==> src/sv/acp_pkg.sv <==
// ----------------------------------------------------------------------------
// acp_pkg
// Shared widths, fixed-point constants and codes of the alpha coverage unit.
// ----------------------------------------------------------------------------
package acp_pkg;

	localparam int ALPHA_W    = 16;  // Q0.16 sample
	localparam int Q_W        = 17;  // Q0.16 value that may reach one
	localparam int TOL_W      = 12;
	localparam int IDX_W      = 12;
	localparam int LOADED_W   = 13;
	localparam int CFG_IDX_W  = 2;
	localparam int DIVIDEND_W = 33;  // reference << 16
	localparam int GAIN_W     = 32;  // Q16.16
	localparam int DIV_CNT_W  = 6;

	localparam logic [DIV_CNT_W-1:0] DIV_LAST = DIV_CNT_W'(DIVIDEND_W - 1);

	localparam logic [Q_W-1:0]    ONE_Q16  = 17'd65536;
	localparam logic [Q_W-1:0]    HALF_Q16 = 17'd32768;
	localparam logic [GAIN_W-1:0] GAIN_ONE = 32'h0001_0000;

	localparam logic [TOL_W-1:0]  TOL_RESET = 12'd7;

	localparam logic OP_LOAD = 1'b0;
	localparam logic OP_READ = 1'b1;

	localparam logic KIND_REPORT = 1'b0;
	localparam logic KIND_SAMPLE = 1'b1;

	localparam logic [CFG_IDX_W-1:0] CFG_TARGET    = 2'd0;
	localparam logic [CFG_IDX_W-1:0] CFG_REFERENCE = 2'd1;
	localparam logic [CFG_IDX_W-1:0] CFG_TOLERANCE = 2'd2;

endpackage

==> src/sv/acp_div.sv <==
// ----------------------------------------------------------------------------
// acp_div
// Restoring divider, one quotient bit per cycle, for the gain computation.
// ----------------------------------------------------------------------------
module acp_div (
	input  logic                           clk,
	input  logic                           arst_n,
	input  logic                           start,
	input  logic [acp_pkg::DIVIDEND_W-1:0] dividend,
	input  logic [acp_pkg::Q_W-1:0]        divisor,
	output logic                           done,
	output logic [acp_pkg::DIVIDEND_W-1:0] quotient
);
	import acp_pkg::*;

	logic                  busy_q;
	logic                  done_q;
	logic [DIV_CNT_W-1:0]  step_q;
	logic [Q_W-1:0]        rem_q;
	logic [DIVIDEND_W-1:0] quo_q;
	logic [Q_W:0]          trial;
	logic                  fits;

	assign trial = {rem_q, quo_q[DIVIDEND_W-1]};
	assign fits  = trial >= {1'b0, divisor};

	always_ff @(posedge clk or negedge arst_n) begin
		if (!arst_n) begin
			busy_q <= 1'b0;
			done_q <= 1'b0;
			step_q <= '0;
		end else begin
			done_q <= 1'b0;
			if (start) begin
				busy_q <= 1'b1;
				step_q <= '0;
			end else if (busy_q) begin
				step_q <= step_q + 1'b1;
				if (step_q == DIV_LAST) begin
					busy_q <= 1'b0;
					done_q <= 1'b1;
				end
			end
		end
	end

	always_ff @(posedge clk) begin
		if (start) begin
			rem_q <= '0;
			quo_q <= dividend;
		end else if (busy_q) begin
			rem_q <= fits ? Q_W'(trial - {1'b0, divisor}) : trial[Q_W-1:0];
			quo_q <= {quo_q[DIVIDEND_W-2:0], fits};
		end
	end

	assign done     = done_q;
	assign quotient = quo_q;

endmodule

==> config.mk <==
export PLATFORM = sky130hd
export DESIGN_NAME = acp_div
export DESIGN_NICKNAME = d
export VERILOG_FILES = /design/src/sv/acp_pkg.sv /design/src/sv/acp_div.sv
export SDC_FILE = /design/constraint.sdc
export NUM_CORES = 1
export LEC_CHECK = 0
export BUFFER_PORTS_ARGS = -buffer_cell sky130_fd_sc_hd__buf_2
export CORE_MARGIN = 2
export CORE_UTILIZATION = 49
export CTS_CLUSTER_SIZE = 12
export DETAILED_ROUTE_END_ITERATION = 6
export PLACE_DENSITY_LB_ADDON = 0.15
export SYNTH_ARGS = -nofsm -noshare
export SYNTH_HDL_FRONTEND = slang
export SYNTH_SLANG_ARGS = --single-unit
==> constraint.sdc <==
create_clock -name clk -period 2.5 [get_ports clk]
set_input_delay 0.125 -clock clk [delete_from_list [all_inputs] [get_ports clk]]
set_output_delay 0.125 -clock clk [all_outputs]
set_load 0.03 [all_outputs]
==> results.json <==
{
  "drive_gt1_share_pct": 37.73,
  "synth_cells": 334,
  "cts_buffer_depth": 2,
  "rsz0062_at_grt": "true",
  "gp_congestion": 0.8549,
  "hpwl_mm": 5.730,
  "root_buffer": "clkbuf_8",
  "finalCritPeriodShare_pct": 94.86,
  "rrSetupSlack_ns": 0.13,
  "max_freq_ghz": 0.4217,
  "place_ws_ns": 0.03506,
  "routedWlPerCell_um": 14.38,
  "ys_seq_area_share_pct": 43.79,
  "holdPathStages": 2,
  "synth-compound-area-share_pct": 15.13,
  "syn_area_um2": 3497,
  "numCtsBuffers": 9,
  "drc": 0,
  "synth_edf_count": 33,
  "cp_max_fo": 7,
  "grt_pass1_wl_mm": 12.36,
  "synth_cell_type_count": 54,
  "die_w_um": 88.48,
  "layout.nets": 508,
  "tritoncts": "built",
  "crit_type": "reg -> reg",
  "drtIter0Drc": 168,
  "finClkSkew_ns": 0.006391,
  "synth_seq_cells": 58,
  "start_util_pct": 50.91,
  "synth_ff_type": "edfxtp_1",
  "ant_nets": 0,
  "syn_to_final_growth_pct": 24.97,
  "core.rowCount": 30,
  "reg2reg_depth": 11,
  "async_reset_ff_share_pct": 13.79,
  "synthMuxAreaShare_pct": 13.20,
  "cp-start-kind": "register",
  "timing.rr.end": "rem_q[6]",
  "synthesis.nets": 407,
  "clk_pin_slew_ns": 0.07,
  "cp_data_arrival_time_ns": 2.62,
  "hold_end": "quotient[11]",
  "core_um2": 6869,
  "worstPathRequired_ns": 2.75,
  "synth_top_family_by_area": "compound AO/OA/AOI/OAI gates",
  "max_slew_margin_pct": 61.05,
  "tightest_slew_ns": 0.5843,
  "drt_pass1_iterations": 4,
  "crit_buf_inv": 3,
  "cp_common_cell": "inv_2",
  "cp_num_cells": 11,
  "hp-start": "dividend[11]",
  "htree_levels": 3,
  "avgSynthCellArea_um2": 10.47,
  "io-pin-count": 87,
  "clock-sinks": 58,
  "die-area_um2": 7829,
  "powerDensity_nw_per_um2": 603.3,
  "drv_cap": 0,
  "finalHoldViolCount": 0,
  "die_height_um": 88.48,
  "wl_mm": 7.708,
  "setup_viol": 0,
  "ys_warn_count": 0,
  "insertedDiodeCount": 0,
  "grt_pass1_vias": 2692,
  "leakagePower_nw": 1.930,
  "slowest_stage": "edfxtp_1",
  "r2r_start": "quotient[32]",
  "fin_crit_ns": 2.371,
  "peakVddDrop_mv": 0.4650,
  "slew_viol_final": 0,
  "grt_max_degree": 36,
  "antenna_found_initial": 0,
  "grt_usage_pct": 20.31,
  "status": "finished, final reports clean",
  "endpoint_kind": "register",
  "num_vias": 2858,
  "hold_class": "in -> reg",
  "critPathTopFamily": "compound AO/OA/AOI/OAI gates",
  "power_mw": 2.637,
  "synth_fa_ha_area_share_pct": 7.370,
  "cpPeakStageDelay_ns": 0.40,
  "synth-xor-area-share_pct": 3.256,
  "synth_simple_gate_area_share_pct": 12.20,
  "viasPerCell": 5.332,
  "io_buffers": 86,
  "clk_latency_ns": 0.34,
  "fillers": 588,
  "layout_setup_ws_ns": 0.1286,
  "globalRoute.totalOverflow": 0,
  "path_cells": "inv_2 > ha_4 > inv_2 > fa_2 > a211oi_2 > o21a_1 > o22ai_4 > a21o_1 > buf_4 > mux2i_1 > a211oi_1"
}
[sequential cells by signal (all words and copies together) (netlist names)]
name and flops:
step_q 6, rem_q 17, quotient 33, busy_q 1, done 1
[cells in the mapped netlist (all sizes together), types with 2 or more instances]
master	number	area share [%]
mux2i	9	2.6
nand4b	3	0.75
o311ai	4	1.0
o21a	4	0.86
nand2	21	2.3
nor2	24	2.6
xor2	8	2.0
clkbuf	8	0.86
o31ai	2	0.43
or3	5	0.89
nand4	7	1.3
o21ai	14	2.0
nand3	5	0.72
a21o	4	0.86
ha	19	6.8
o211ai	3	0.64
dfrtp	8	5.7
a211o	2	0.50
buf	9	1.5
nand2b	3	0.54
mux2	33	11
inv	25	2.7
nor3	2	0.29
o22ai	2	0.54
a211oi	10	2.1
edfxtp	33	28
dfxtp	17	9.7
and3	4	1.0
a21oi	19	2.9
xnor2	5	1.3
a311oi	4	1.2
nor4	2	0.36
[metal layers]
layer	GRT usage, %	up-vias	wire (µm)
met5	0	-	0
met4	6.198	0	78
met3	4.944	8	392
met2	32.54	69	3750
met1	27.41	1338	3487
li1	-	1443	-
[worst register-to-register path, stage by stage (launching register included)]
cell and delay [ns]:
edfxtp_1 0.40, inv_2 0.10, ha_4 0.13, inv_2 0.03, fa_2 0.36, a211oi_2 0.21
o21a_1 0.20, o22ai_4 0.09, a21o_1 0.21, buf_4 0.19, mux2i_1 0.13, a211oi_1 0.23
[through the flow]
stage / utilization (%) / cells / TNS, ns / area [µm²] / hold slack, ns
global route: 63.62 / 536 / -0.009287 / 4370 / 0.07120
detailed placement: 59.69 / 516 / 0 / 4100 / -0.02799
finish: 63.62 / 536 / 0 / 4370 / 0.08168
CTS: 62.88 / 533 / 0 / 4319 / 0.06550
floorplan: - / 334 / -0.04759 / 3507 / -0.1706
global placement: 59.69 / 516 / 0 / 4100 / -0.02668
[repair_timing]
action / CTS / global route
buffers inserted: 0 / 3
resized for setup: 0 / 6
setup endpoints to repair: 0 / 14
endpoints found under the hold margin: 8 / 0
hold buffers: 1 / 0
[cells by family after synthesis]
kind of cell,Yosys count
mux,42
compound gates,76
buf+inv,42
fa+ha+maj,20
flops,58
xor+xnor,13
simple gates,83
[worst max-delay path by stage]
stage	endpoint	startpoint
after global routing	rem_q[12]	quotient[32]
after global placement	rem_q[6]	quotient[32]
after floorplan	quotient[0]	quotient[32]
after CTS	rem_q[6]	quotient[32]
after detailed placement	rem_q[3]	quotient[32]
final	rem_q[6]	quotient[32]
[layout by cell type (no fill, tap or decap), types with 4 or more instances in the layout]
cell type,count
mux2i_1,9
a21o_1,4
inv_1,23
or3_1,5
buf_2,86
xnor2_1,5
clkbuf_8,9
dfxtp_1,17
buf_4,19
o311ai_0,4
nor2_1,24
mux2_2,33
nand4_1,7
o21a_1,4
nand3_1,5
dfrtp_1,8
xor2_1,8
nand2_1,21
edfxtp_1,33
o21ai_0,14
a21oi_1,17
a211oi_1,8
ha_1,18
[final cells by class]
cell class	instances	area, µm²	area share [%]
clock buffers	10	127.6	2.920
well taps	96	120.1	2.748
clock inverters	6	81.33	1.861
flip-flops and latches	58	1531	35.04
inverters	25	93.84	2.147
repair buffers	107	594.3	13.60
multi-input cells	234	1822	41.68
[power breakdown]
| group | internal (mW) | switching (mW) |
|---|---|---|
| combinational | 0.239 | 0.324 |
| clock | 0.555 | 0.381 |
| sequential | 1.10 | 0.0428 |
(Power assumes the default switching activity.)
